===== src/sv/gregorian_julian_day_convert_core_defines.svh =====
// Assertion macros shared by the converter modules.
`ifndef GREGORIAN_JULIAN_DAY_CONVERT_CORE_DEFINES_SVH
`define GREGORIAN_JULIAN_DAY_CONVERT_CORE_DEFINES_SVH
`ifndef SYNTHESIS
`define GJDC_ASSERT_CLK(label, prop, msg) \
  label: assert property (@(posedge clk) disable iff (!rst_n) prop) else $error(msg);
`define GJDC_ASSERT_CLK_NORST(label, prop, msg) \
  label: assert property (@(posedge clk) prop) else $error(msg);
`else
`define GJDC_ASSERT_CLK(label, prop, msg)
`define GJDC_ASSERT_CLK_NORST(label, prop, msg)
`endif
`endif


===== src/sv/gjdc_pkg.sv =====
`timescale 1ns / 1ps
package gjdc_pkg;

  typedef enum logic {
    OP_DATE_TO_JDN = 1'b0,
    OP_JDN_TO_DATE = 1'b1
  } opcode_t;

  typedef struct packed {
    opcode_t     op;
    logic        ok;
    logic [13:0] year;
    logic [3:0]  month;
    logic [4:0]  day;
    logic [22:0] day_number;
  } item_t;

  localparam logic [13:0] YEAR_MAX    = 14'd9999;
  localparam logic [3:0]  MONTH_MAX   = 4'd12;
  localparam logic [22:0] JDN_FIRST   = 23'd1721426;
  localparam logic [22:0] JDN_LAST    = 23'd5373484;
  localparam logic [13:0] INV25       = 14'd7209;
  localparam logic [13:0] DIV25_LIMIT = 14'd655;
  localparam logic [12:0] YEAR_SHIFT  = 13'd4800;
  localparam logic [12:0] RECIP_100   = 13'd5243;
  localparam logic [8:0]  DAYS_YEAR   = 9'd365;
  localparam logic [15:0] JDN_OFFSET  = 16'd32045;
  localparam logic [18:0] ERA_BIAS    = 19'd274277;
  localparam logic [17:0] DAYS_ERA    = 18'd146097;
  localparam logic [14:0] RECIP_ERA   = 15'd29398;
  localparam logic [10:0] F_OFFSET    = 11'd1363;
  localparam logic [10:0] DAYS_4Y     = 11'd1461;
  localparam logic [21:0] RECIP_4Y    = 22'd2939744;
  localparam logic [12:0] YEAR_BASE   = 13'd4716;

  function automatic logic [4:0] month_len(input logic [3:0] m, input logic leap);
    logic [4:0] len;
    unique case (m)
      4'd1, 4'd3, 4'd5, 4'd7, 4'd8, 4'd10, 4'd12: len = 5'd31;
      4'd4, 4'd6, 4'd9, 4'd11:                    len = 5'd30;
      4'd2:                                       len = leap ? 5'd29 : 5'd28;
      default:                                    len = 5'd0;
    endcase
    return len;
  endfunction

  // Days from the start of the March-based year to the start of shifted month mm.
  function automatic logic [8:0] month_offset(input logic [3:0] mm);
    logic [8:0] off;
    unique case (mm)
      4'd0:    off = 9'd0;
      4'd1:    off = 9'd31;
      4'd2:    off = 9'd61;
      4'd3:    off = 9'd92;
      4'd4:    off = 9'd122;
      4'd5:    off = 9'd153;
      4'd6:    off = 9'd184;
      4'd7:    off = 9'd214;
      4'd8:    off = 9'd245;
      4'd9:    off = 9'd275;
      4'd10:   off = 9'd306;
      4'd11:   off = 9'd337;
      default: off = 9'd0;
    endcase
    return off;
  endfunction

endpackage


===== src/sv/gjdc_front.sv =====
`timescale 1ns / 1ps
module gjdc_front (
  input  logic             in_valid,
  output logic             in_stall,
  input  logic             in_opcode,
  input  logic [13:0]      in_year,
  input  logic [3:0]       in_month,
  input  logic [4:0]       in_day,
  input  logic [22:0]      in_day_number,
  input  logic             q_full,
  output logic             q_push,
  output gjdc_pkg::item_t  q_item
);
  import gjdc_pkg::*;

  logic [13:0] y_inv;
  logic        div25;
  logic        leap;
  logic [4:0]  mlen;
  logic        date_ok;
  logic        jdn_ok;
  opcode_t     op;

  // A year is a multiple of 25 exactly when its product with the inverse of 25
  // modulo 2^14 stays at or below the largest multiple count.
  assign y_inv = in_year * INV25;
  assign div25 = (y_inv <= DIV25_LIMIT);
  assign leap  = (in_year[1:0] == 2'd0) && (!div25 || (in_year[3:0] == 4'd0));
  assign mlen  = month_len(in_month, leap);

  assign date_ok = (in_year != 14'd0) && (in_year <= YEAR_MAX)
                && (in_month != 4'd0) && (in_month <= MONTH_MAX)
                && (in_day != 5'd0) && (in_day <= mlen);
  assign jdn_ok  = (in_day_number >= JDN_FIRST) && (in_day_number <= JDN_LAST);
  assign op      = opcode_t'(in_opcode);

  assign in_stall = q_full;
  assign q_push   = in_valid && !q_full;

  always_comb begin
    q_item.op         = op;
    q_item.ok         = (op == OP_JDN_TO_DATE) ? jdn_ok : date_ok;
    q_item.year       = in_year;
    q_item.month      = in_month;
    q_item.day        = in_day;
    q_item.day_number = in_day_number;
  end

endmodule


===== src/sv/gjdc_queue.sv =====
`timescale 1ns / 1ps
`include "gregorian_julian_day_convert_core_defines.svh"
module gjdc_queue #(
  parameter int DEPTH = 4
) (
  input  logic             clk,
  input  logic             rst_n,
  input  logic             push,
  input  gjdc_pkg::item_t  push_item,
  output logic             full,
  input  logic             pop,
  output logic             nonempty,
  output gjdc_pkg::item_t  head
);
  import gjdc_pkg::*;

  localparam int AW = (DEPTH > 1) ? $clog2(DEPTH) : 1;
  localparam int CW = $clog2(DEPTH + 1);

  item_t          mem_r [DEPTH];
  logic [AW-1:0]  wr_ptr_r, wr_ptr_nxt;
  logic [AW-1:0]  rd_ptr_r, rd_ptr_nxt;
  logic [CW-1:0]  count_r, count_nxt;

  assign full     = (count_r == CW'(DEPTH));
  assign nonempty = (count_r != '0);
  assign head     = mem_r[rd_ptr_r];

  always_comb begin
    wr_ptr_nxt = wr_ptr_r;
    rd_ptr_nxt = rd_ptr_r;
    count_nxt  = count_r;
    if (push) begin
      wr_ptr_nxt = (wr_ptr_r == AW'(DEPTH - 1)) ? '0 : wr_ptr_r + 1'b1;
    end
    if (pop) begin
      rd_ptr_nxt = (rd_ptr_r == AW'(DEPTH - 1)) ? '0 : rd_ptr_r + 1'b1;
    end
    if (push && !pop) begin
      count_nxt = count_r + 1'b1;
    end else if (pop && !push) begin
      count_nxt = count_r - 1'b1;
    end
  end

  always_ff @(posedge clk) begin
    if (!rst_n) begin
      wr_ptr_r <= '0;
      rd_ptr_r <= '0;
      count_r  <= '0;
    end else begin
      wr_ptr_r <= wr_ptr_nxt;
      rd_ptr_r <= rd_ptr_nxt;
      count_r  <= count_nxt;
    end
  end

  always_ff @(posedge clk) begin
    if (push) begin
      mem_r[wr_ptr_r] <= push_item;
    end
  end

  `GJDC_ASSERT_CLK(a_count_bound, count_r <= CW'(DEPTH), "Queue count exceeds its depth.")
  `GJDC_ASSERT_CLK(a_no_pop_empty, pop |-> (count_r != '0), "Queue popped while empty.")
  `GJDC_ASSERT_CLK(a_push_grows, (push && !pop) |=> (count_r == $past(count_r) + 1'b1), "Queue count did not grow on a lone push.")

endmodule


===== src/sv/gjdc_back.sv =====
`timescale 1ns / 1ps
`include "gregorian_julian_day_convert_core_defines.svh"
module gjdc_back (
  input  logic             clk,
  input  logic             rst_n,
  input  logic             q_nonempty,
  input  gjdc_pkg::item_t  q_head,
  output logic             q_pop,
  output logic             out_valid,
  input  logic             out_stall,
  output logic [22:0]      out_result_day_number,
  output logic [13:0]      out_result_year,
  output logic [3:0]       out_result_month,
  output logic [4:0]       out_result_day,
  output logic             out_valid_res
);
  import gjdc_pkg::*;

  logic adv;

  // Stage 1.
  logic        s1_v_r;
  opcode_t     s1_op_r;
  logic        s1_ok_r;
  logic [4:0]  s1_day_r;
  logic [14:0] s1_yy_r, s1_yy_nxt;
  logic [8:0]  s1_moff_r, s1_moff_nxt;
  logic [22:0] s1_j_r;
  logic [25:0] s1_n1_r, s1_n1_nxt;
  logic        lo_month;
  logic [3:0]  mm0;

  // Stage 2.
  logic        s2_v_r;
  opcode_t     s2_op_r;
  logic        s2_ok_r;
  logic [4:0]  s2_day_r;
  logic [12:0] s2_yyq_r;
  logic [8:0]  s2_moff_r;
  logic [22:0] s2_j_r;
  logic [25:0] s2_n1_r;
  logic [23:0] s2_p365_r, s2_p365_nxt;
  logic [7:0]  s2_q100_r;
  logic [7:0]  s2_t_est_r;
  logic [27:0] qprod;
  logic [39:0] tprod;

  // Stage 3.
  logic        s3_v_r;
  opcode_t     s3_op_r;
  logic        s3_ok_r;
  logic [22:0] s3_j_r;
  logic [23:0] s3_sa_r, s3_sa_nxt;
  logic [15:0] s3_sb_r, s3_sb_nxt;
  logic [7:0]  s3_t_r, s3_t_nxt;
  logic [25:0] tmul;
  logic [25:0] r1;

  // Stage 4.
  logic        s4_v_r;
  opcode_t     s4_op_r;
  logic        s4_ok_r;
  logic [22:0] s4_jdn_r, s4_jdn_nxt;
  logic [25:0] s4_e_r, s4_e_nxt;
  logic [23:0] jdn_full;
  logic [9:0]  c3;
  logic [23:0] f_val;

  // Stage 5.
  logic        s5_v_r;
  opcode_t     s5_op_r;
  logic        s5_ok_r;
  logic [22:0] s5_jdn_r;
  logic [25:0] s5_e_r;
  logic [15:0] s5_qe_r, s5_qe_nxt;
  logic [47:0] eprod;

  // Stage 6.
  logic        s6_v_r;
  opcode_t     s6_op_r;
  logic        s6_ok_r;
  logic [22:0] s6_jdn_r;
  logic [15:0] s6_q_r, s6_q_nxt;
  logic [8:0]  s6_g_r, s6_g_nxt;
  logic [25:0] qm;
  logic [25:0] r2;
  logic        corr;
  logic [11:0] rem;

  // Output stage.
  logic        out_valid_r;
  logic [22:0] out_dn_r, out_dn_nxt;
  logic [13:0] out_year_r, out_year_nxt;
  logic [3:0]  out_month_r, out_month_nxt;
  logic [4:0]  out_day_r, out_day_nxt;
  logic        out_res_r;
  logic [3:0]  mm;
  logic        late;
  logic [8:0]  day_full;

  assign adv   = !out_valid_r || !out_stall;
  assign q_pop = adv && q_nonempty;

  // Stage 1: March-based year and month, and the era numerator.
  assign lo_month    = (q_head.month <= 4'd2);
  assign s1_yy_nxt   = {1'b0, q_head.year} + 15'(YEAR_SHIFT) - {14'd0, lo_month};
  assign mm0         = q_head.month + (lo_month ? 4'd12 : 4'd0) - 4'd3;
  assign s1_moff_nxt = month_offset(mm0);
  assign s1_n1_nxt   = 26'({q_head.day_number, 2'b00}) + 26'(ERA_BIAS);

  // Stage 2: constant multiplies, and reciprocal estimates of the quotients.
  assign s2_p365_nxt = 24'(s1_yy_r) * 24'(DAYS_YEAR);
  assign qprod       = 28'(s1_yy_r) * 28'(RECIP_100);
  assign tprod       = 40'(s1_n1_r) * 40'(RECIP_ERA);

  // Stage 3: partial sums, and the era quotient corrected by one compare.
  assign s3_sa_nxt = s2_p365_r + 24'(s2_yyq_r) + 24'(s2_moff_r) + 24'(s2_day_r);
  assign s3_sb_nxt = 16'(s2_q100_r) - 16'(s2_q100_r[7:2]) + JDN_OFFSET;
  assign tmul      = 26'(s2_t_est_r) * 26'(DAYS_ERA);
  assign r1        = s2_n1_r - tmul;
  assign s3_t_nxt  = s2_t_est_r + {7'd0, (r1 >= 26'(DAYS_ERA))};

  // Stage 4: final day number, and the day count shifted into four-year units.
  assign jdn_full   = s3_sa_r - 24'(s3_sb_r);
  assign s4_jdn_nxt = jdn_full[22:0];
  assign c3         = 10'(s3_t_r) * 10'd3;
  assign f_val      = 24'(s3_j_r) + 24'(F_OFFSET) + 24'(c3[9:2]);
  assign s4_e_nxt   = {f_val, 2'b11};

  // Stage 5: reciprocal estimate of the four-year quotient.
  assign eprod     = 48'(s4_e_r) * 48'(RECIP_4Y);
  assign s5_qe_nxt = eprod[47:32];

  // Stage 6: correct the quotient and take the day of the shifted year.
  assign qm       = 26'(s5_qe_r) * 26'(DAYS_4Y);
  assign r2       = s5_e_r - qm;
  assign corr     = (r2[11:0] >= 12'(DAYS_4Y));
  assign s6_q_nxt = s5_qe_r + {15'd0, corr};
  assign rem      = corr ? (r2[11:0] - 12'(DAYS_4Y)) : r2[11:0];
  assign s6_g_nxt = rem[10:2];

  // Output stage: the shifted month is the count of month starts not after the day.
  always_comb begin
    mm = 4'd0;
    for (int k = 1; k < 12; k++) begin
      mm = mm + {3'd0, (s6_g_r >= month_offset(4'(k)))};
    end
  end

  assign late     = (mm >= 4'd10);
  assign day_full = s6_g_r - month_offset(mm) + 9'd1;

  always_comb begin
    out_dn_nxt    = '0;
    out_year_nxt  = '0;
    out_month_nxt = '0;
    out_day_nxt   = '0;
    if (s6_ok_r) begin
      if (s6_op_r == OP_JDN_TO_DATE) begin
        out_year_nxt  = s6_q_r[13:0] - 14'(YEAR_BASE) + {13'd0, late};
        out_month_nxt = late ? (mm - 4'd9) : (mm + 4'd3);
        out_day_nxt   = day_full[4:0];
      end else begin
        out_dn_nxt = s6_jdn_r;
      end
    end
  end

  always_ff @(posedge clk) begin
    if (!rst_n) begin
      s1_v_r      <= 1'b0;
      s2_v_r      <= 1'b0;
      s3_v_r      <= 1'b0;
      s4_v_r      <= 1'b0;
      s5_v_r      <= 1'b0;
      s6_v_r      <= 1'b0;
      out_valid_r <= 1'b0;
    end else if (adv) begin
      s1_v_r      <= q_pop;
      s2_v_r      <= s1_v_r;
      s3_v_r      <= s2_v_r;
      s4_v_r      <= s3_v_r;
      s5_v_r      <= s4_v_r;
      s6_v_r      <= s5_v_r;
      out_valid_r <= s6_v_r;
    end
  end

  always_ff @(posedge clk) begin
    if (adv) begin
      s1_op_r    <= q_head.op;
      s1_ok_r    <= q_head.ok;
      s1_day_r   <= q_head.day;
      s1_yy_r    <= s1_yy_nxt;
      s1_moff_r  <= s1_moff_nxt;
      s1_j_r     <= q_head.day_number;
      s1_n1_r    <= s1_n1_nxt;

      s2_op_r    <= s1_op_r;
      s2_ok_r    <= s1_ok_r;
      s2_day_r   <= s1_day_r;
      s2_yyq_r   <= s1_yy_r[14:2];
      s2_moff_r  <= s1_moff_r;
      s2_j_r     <= s1_j_r;
      s2_n1_r    <= s1_n1_r;
      s2_p365_r  <= s2_p365_nxt;
      s2_q100_r  <= qprod[26:19];
      s2_t_est_r <= tprod[39:32];

      s3_op_r    <= s2_op_r;
      s3_ok_r    <= s2_ok_r;
      s3_j_r     <= s2_j_r;
      s3_sa_r    <= s3_sa_nxt;
      s3_sb_r    <= s3_sb_nxt;
      s3_t_r     <= s3_t_nxt;

      s4_op_r    <= s3_op_r;
      s4_ok_r    <= s3_ok_r;
      s4_jdn_r   <= s4_jdn_nxt;
      s4_e_r     <= s4_e_nxt;

      s5_op_r    <= s4_op_r;
      s5_ok_r    <= s4_ok_r;
      s5_jdn_r   <= s4_jdn_r;
      s5_e_r     <= s4_e_r;
      s5_qe_r    <= s5_qe_nxt;

      s6_op_r    <= s5_op_r;
      s6_ok_r    <= s5_ok_r;
      s6_jdn_r   <= s5_jdn_r;
      s6_q_r     <= s6_q_nxt;
      s6_g_r     <= s6_g_nxt;

      out_dn_r    <= out_dn_nxt;
      out_year_r  <= out_year_nxt;
      out_month_r <= out_month_nxt;
      out_day_r   <= out_day_nxt;
      out_res_r   <= s6_ok_r;
    end
  end

  assign out_valid             = out_valid_r;
  assign out_result_day_number = out_dn_r;
  assign out_result_year       = out_year_r;
  assign out_result_month      = out_month_r;
  assign out_result_day        = out_day_r;
  assign out_valid_res         = out_res_r;

  `GJDC_ASSERT_CLK(a_pop_loads, q_pop |=> s1_v_r, "A popped item did not enter the first stage.")
  `GJDC_ASSERT_CLK(a_stall_freezes, (out_valid_r && out_stall) |=> (s1_v_r == $past(s1_v_r)), "The pipeline moved while the output was stalled.")
  `GJDC_ASSERT_CLK(a_invalid_zero, (out_valid_r && !out_res_r) |-> ((out_dn_r == '0) && (out_year_r == '0) && (out_month_r == '0) && (out_day_r == '0)), "An invalid result carries nonzero fields.")
  `GJDC_ASSERT_CLK(a_date_sane, (out_valid_r && (out_month_r != '0)) |-> ((out_month_r <= MONTH_MAX) && (out_day_r != '0) && (out_dn_r == '0)), "A date result is malformed.")
  `GJDC_ASSERT_CLK_NORST(a_reset_clears, !rst_n |=> !out_valid_r, "Reset did not clear the output stage.")

endmodule


===== src/sv/gregorian_julian_day_convert_core.sv =====
`timescale 1ns / 1ps
// A transfer into an empty queue is written there, then passes the seven-stage
// conversion pipeline. Throughput: one transfer per cycle while the output is not
// stalled (reciprocal multiplies; era and 4-year quotients get a one-step fix).
// The input queue holds QUEUE_DEPTH items while the output is stalled.
// Reset is synchronous and active low; it empties the queue and the pipeline at once.
module gregorian_julian_day_convert_core #(
  parameter int QUEUE_DEPTH = 4
) (
  input  logic        clk,
  input  logic        rst_n,
  input  logic        in_valid,
  output logic        in_stall,
  input  logic        in_opcode,
  input  logic [13:0] in_year,
  input  logic [3:0]  in_month,
  input  logic [4:0]  in_day,
  input  logic [22:0] in_day_number,
  output logic        out_valid,
  input  logic        out_stall,
  output logic [22:0] out_result_day_number,
  output logic [13:0] out_result_year,
  output logic [3:0]  out_result_month,
  output logic [4:0]  out_result_day,
  output logic        out_valid_res
);
  import gjdc_pkg::*;

  item_t push_item;
  item_t head;
  logic  push;
  logic  full;
  logic  pop;
  logic  nonempty;

  gjdc_front u_front (
    .in_valid      (in_valid),
    .in_stall      (in_stall),
    .in_opcode     (in_opcode),
    .in_year       (in_year),
    .in_month      (in_month),
    .in_day        (in_day),
    .in_day_number (in_day_number),
    .q_full        (full),
    .q_push        (push),
    .q_item        (push_item)
  );

  gjdc_queue #(
    .DEPTH (QUEUE_DEPTH)
  ) u_queue (
    .clk       (clk),
    .rst_n     (rst_n),
    .push      (push),
    .push_item (push_item),
    .full      (full),
    .pop       (pop),
    .nonempty  (nonempty),
    .head      (head)
  );

  gjdc_back u_back (
    .clk                   (clk),
    .rst_n                 (rst_n),
    .q_nonempty            (nonempty),
    .q_head                (head),
    .q_pop                 (pop),
    .out_valid             (out_valid),
    .out_stall             (out_stall),
    .out_result_day_number (out_result_day_number),
    .out_result_year       (out_result_year),
    .out_result_month      (out_result_month),
    .out_result_day        (out_result_day),
    .out_valid_res         (out_valid_res)
  );

endmodule

===== config.mk =====
export PLATFORM = sky130hd
export DESIGN_NAME = gregorian_julian_day_convert_core
export DESIGN_NICKNAME = d
export VERILOG_FILES = /design/src/sv/gjdc_pkg.sv /design/src/sv/gjdc_front.sv /design/src/sv/gjdc_queue.sv /design/src/sv/gjdc_back.sv /design/src/sv/gregorian_julian_day_convert_core.sv
export VERILOG_INCLUDE_DIRS = /design/src /design/src/sv
export SDC_FILE = /design/constraint.sdc
export NUM_CORES = 2
export LEC_CHECK = 0
export BUFFER_PORTS_ARGS = -buffer_cell sky130_fd_sc_hd__buf_2
export CAP_MARGIN = 20
export CORE_MARGIN = 4
export CORE_UTILIZATION = 60
export DETAILED_ROUTE_END_ITERATION = 10
export GPL_TIMING_DRIVEN = 1
export PLACE_DENSITY = 0.77
export SLEW_MARGIN = 30
export SYNTH_ARGS = -nofsm -noshare
export SYNTH_HDL_FRONTEND = slang
export SYNTH_SLANG_ARGS = --single-unit

===== constraint.sdc =====
create_clock -name clk -period 42.7 [get_ports clk]
set_clock_uncertainty 0.2 [all_clocks]
set_input_delay 2.135 -clock clk [delete_from_list [all_inputs] [get_ports clk]]
set_output_delay 2.135 -clock clk [all_outputs]
set_load 0.005 [all_outputs]

==> results.txt <==
----------------------------------------------------
[Route]
  Iteration count of the initial detailed-routing pass ... 5
  Remaining DRCs ... 0
  Final WL ... 98100 um
  Number of design-rule violations left by the first detailed-router iteration ... 1715
  Post-detailed-route count of antenna-violating nets ... 0
  Post-DR vias/cell ... ~5.5
  Count of vias placed by the detailed router ... 30700
  WL per Instance ... roughly 17 um

[CTS]
  Number of levels the H-tree was split into ... 3
  Post-CTS setup buffers ... 0
  # clock sinks ... 660
  Clock tree root buffer cell ... sky130_fd_sc_hd__clkbuf_16
  CTS tree ... done
  Total of hold buffers inserted after clock tree synthesis ... 0
  Clock Pin Slew Worst Setup and Hold Paths ... 70 ps
  Largest buffer count on any clock path ... 3
  Post-cts sizing count ... 0
  Insertion delay to the later sink of the worst-skew pair ... 640 ps
  Number of buffers created by CTS ... between 60 and 70

[Global route]
  Antenna violations before repair ... 6
  Final global-route overflow total ... 0
  Largest net degree at the start of global routing ... between 150 and 200
  Vias in the first global route ... 32500
  Total global-route track usage ... 21.8%
  First-pass GRT wire length ... ~160000 um

[STA]
  Max-slew headroom at the worst pin ... 42.8%
  Final-report setup violation count ... 0
  Slew of the pin with the lowest slew margin ... about 850 ps
  Final hold vios ... 0
  Shortest clock period the worst path allows after layout ... just under 7000 ps
  Max Fclk ... between 100 and 150 MHz
  Final cycle utilization of the critical path ... ~16%
  RSZ-0062 raised after global routing ... no
  Total count of max-transition violations in the final report ... 0
  Final sum of negative setup slack ... 0 ps

[Cells and area]
  Total of fill cells in the finished design ... 6316
  Share of cells above drive strength 1 ... 6.57%
  Number of nets in the layout ... 5743
  Most used cells in the layout excluding fill and tap cells ... 950 x sky130_fd_sc_hd__inv_1, 730 x sky130_fd_sc_hd__ha_1, 644 x sky130_fd_sc_hd__edfxtp_1, 558 x sky130_fd_sc_hd__fa_1, 172 x sky130_fd_sc_hd__xnor2_1
  Leading cell type in the layout, fill and taps excluded ... sky130_fd_sc_hd__inv_1
  Synth-to-layout area growth ... 8.20%

[Synthesis]
  Synth warnings ... 0
  Post-synth top flop ... sky130_fd_sc_hd__edfxtp_1
  Seq/Total Area, Yosys ... a little under two fifths
  Number of enable flip-flop cells after synthesis ... around 640
  Distinct cell type count after synthesis ... 76
  Synthesized instance count ... 4254
  Synthesized area per cell ... between 10 and 15 um2
  Net count after synthesis ... ~5600
  Post-Synthesis Cell Area ... ~53000 um2
  Number of flip-flops and latches in the synthesized netlist ... 660
  Post-synth ARST share ... 0%

[Placement]
  DP Wirelength ... around 77000 um
  Quantity of I/O buffers inserted on ports ... ~100
  Placer congestion estimate ... slightly above 0.9

[Critical path]
  Crit Path Class ... reg -> reg
  CP Data Required Time ... ~43000 ps
  Critical path data arrival time ... 7110 ps
  CP max FO ... 12
  Worst Setup Start Kind ... flop
  Critical path endpoint category ... flop

[Run status]
  Run status ... finished clean

[Floorplan]
  Initial core utilization ... around 61%
  Number of placed I/O pins ... 100
  Number of rows created at floorplan ... 108
  DIE WIDTH ... between 300 and 400 um
  Height of the die ... between 300 and 400 um
  Core region area ... ~87000 um2
  Floorplan die area ... roughly 93000 um2

[Run]
  Maxcap violations ... 0

[Hold path]
  Class of the worst hold path ... reg -> reg

----------------------------------------------------
per-layer routing:
layer  routed length [um]  vias up  track usage, %  part of all wire (%)
met3                 4670      172            3.28                   4.8
met5                   27        -               0                 0.028
met2                48700      628            36.9                    50
met4                 2290        4            5.83                   2.3
met1                42400    15200            29.8                    43
li1                     -    14600               -                     -
synth_stat cells, types with 43 or more instances:
cell,number,area (um2)
sky130_fd_sc_hd__a21oi_1,124,621
sky130_fd_sc_hd__edfxtp_1,644,19300
sky130_fd_sc_hd__fa_1,558,11200
sky130_fd_sc_hd__ha_1,730,9130
sky130_fd_sc_hd__inv_1,950,3570
sky130_fd_sc_hd__mux4_2,48,1080
sky130_fd_sc_hd__nand2_1,109,409
sky130_fd_sc_hd__nand3_1,43,215
sky130_fd_sc_hd__nor2_1,145,544
sky130_fd_sc_hd__nor3_1,43,215
sky130_fd_sc_hd__o21ai_0,78,390
sky130_fd_sc_hd__xnor2_1,172,1510
sky130_fd_sc_hd__xor2_1,79,692
sequential cells by signal, indices dropped and copies added, names as in the netlist, 15 cells and up, named ones only:
signal / cells
u_back.s1_n1_r: 24
u_back.s2_n1_r: 24
u_back.s6_jdn_r: 23
u_back.s5_jdn_r: 23
u_back.s4_e_r: 24
u_back.s1_j_r: 23
u_back.s4_jdn_r: 23
u_back.s1_yy_r: 15
u_back.s2_j_r: 23
u_back.s2_p365_r: 23
u_queue.mem_r: 192
u_back.out_result_day_number: 23
u_back.s3_sa_r: 23
u_back.s3_j_r: 23
cells by family (layout without fill, tap and decap cells):
kind of cell / Yosys count / in the layout / synth area share [%]
fa+ha+maj: 1288 / 1288 / 38.4
simple gates: 552 / 552 / 5.22
mux: 60 / 60 / 2.27
compound gates: 461 / 461 / 5.77
buf+inv: 982 / 1185 / 7.00
other cells: 0 / 3 / 0
xor+xnor: 251 / 251 / 4.16
flops: 660 / 660 / 37.2
worst paths after layout:
kind / from / end / slack (ps) / cells past startpoint
min reg2reg: u_back.s2_j_r[19] / u_back.s3_j_r[19] / 200 / 0
min: u_back.s2_j_r[19] / u_back.s3_j_r[19] / 200 / 0
max: u_back.s4_e_r[2] / u_back.s5_qe_r[13] / 35750 / 20
max reg2reg: u_back.s4_e_r[2] / u_back.s5_qe_r[13] / 35750 / 20
layout make-up:
cell class	count	area (um2)	share of cell area, %
multi-input combinational	2612	29500	51.6
sequential	660	19700	34.4
inverter	950	3570	6.23
clock buffer	79	1760	3.08
tap	1155	1450	2.53
timing repair buffer	111	622	1.09
clock inverter	45	613	1.07
antenna	3	7.51	0.0131
per-stage QoR:
stage / area [um2] / hold slack, ps / utilization, % / std cells / worst slack (ps)
after floorplan: 52900 / 200 / - / 4254 / 27330
after global routing: 57200 / 207 / 65.6 / 5612 / 35350
after CTS: 57200 / 192 / 65.6 / 5611 / 35730
after detailed placement: 54800 / 205 / 62.9 / 5487 / 35680
after global placement: 54800 / 200 / 62.9 / 5487 / 35730
final: 57200 / 199 / 65.6 / 5615 / 35750
worst max-delay path, cell delays in order, from the launching register on:
cell,delay (ps)
sky130_fd_sc_hd__edfxtp_1,620
sky130_fd_sc_hd__ha_1,390
sky130_fd_sc_hd__inv_1,50
sky130_fd_sc_hd__fa_1,470
sky130_fd_sc_hd__inv_1,60
sky130_fd_sc_hd__fa_1,520
sky130_fd_sc_hd__fa_1,540
sky130_fd_sc_hd__inv_1,50
sky130_fd_sc_hd__fa_1,530
sky130_fd_sc_hd__inv_1,50
sky130_fd_sc_hd__fa_1,410
sky130_fd_sc_hd__ha_1,320
sky130_fd_sc_hd__a221oi_1,250
sky130_fd_sc_hd__o21ai_0,150
sky130_fd_sc_hd__a221oi_1,420
sky130_fd_sc_hd__nor4bb_1,370
sky130_fd_sc_hd__a211oi_1,220
sky130_fd_sc_hd__o221a_2,330
sky130_fd_sc_hd__o41ai_2,420
sky130_fd_sc_hd__mux2i_1,230
sky130_fd_sc_hd__nand4_1,80
Power is not shown: default switching activity piles up to over one toggle a cycle in this logic, so the estimate is an artifact.
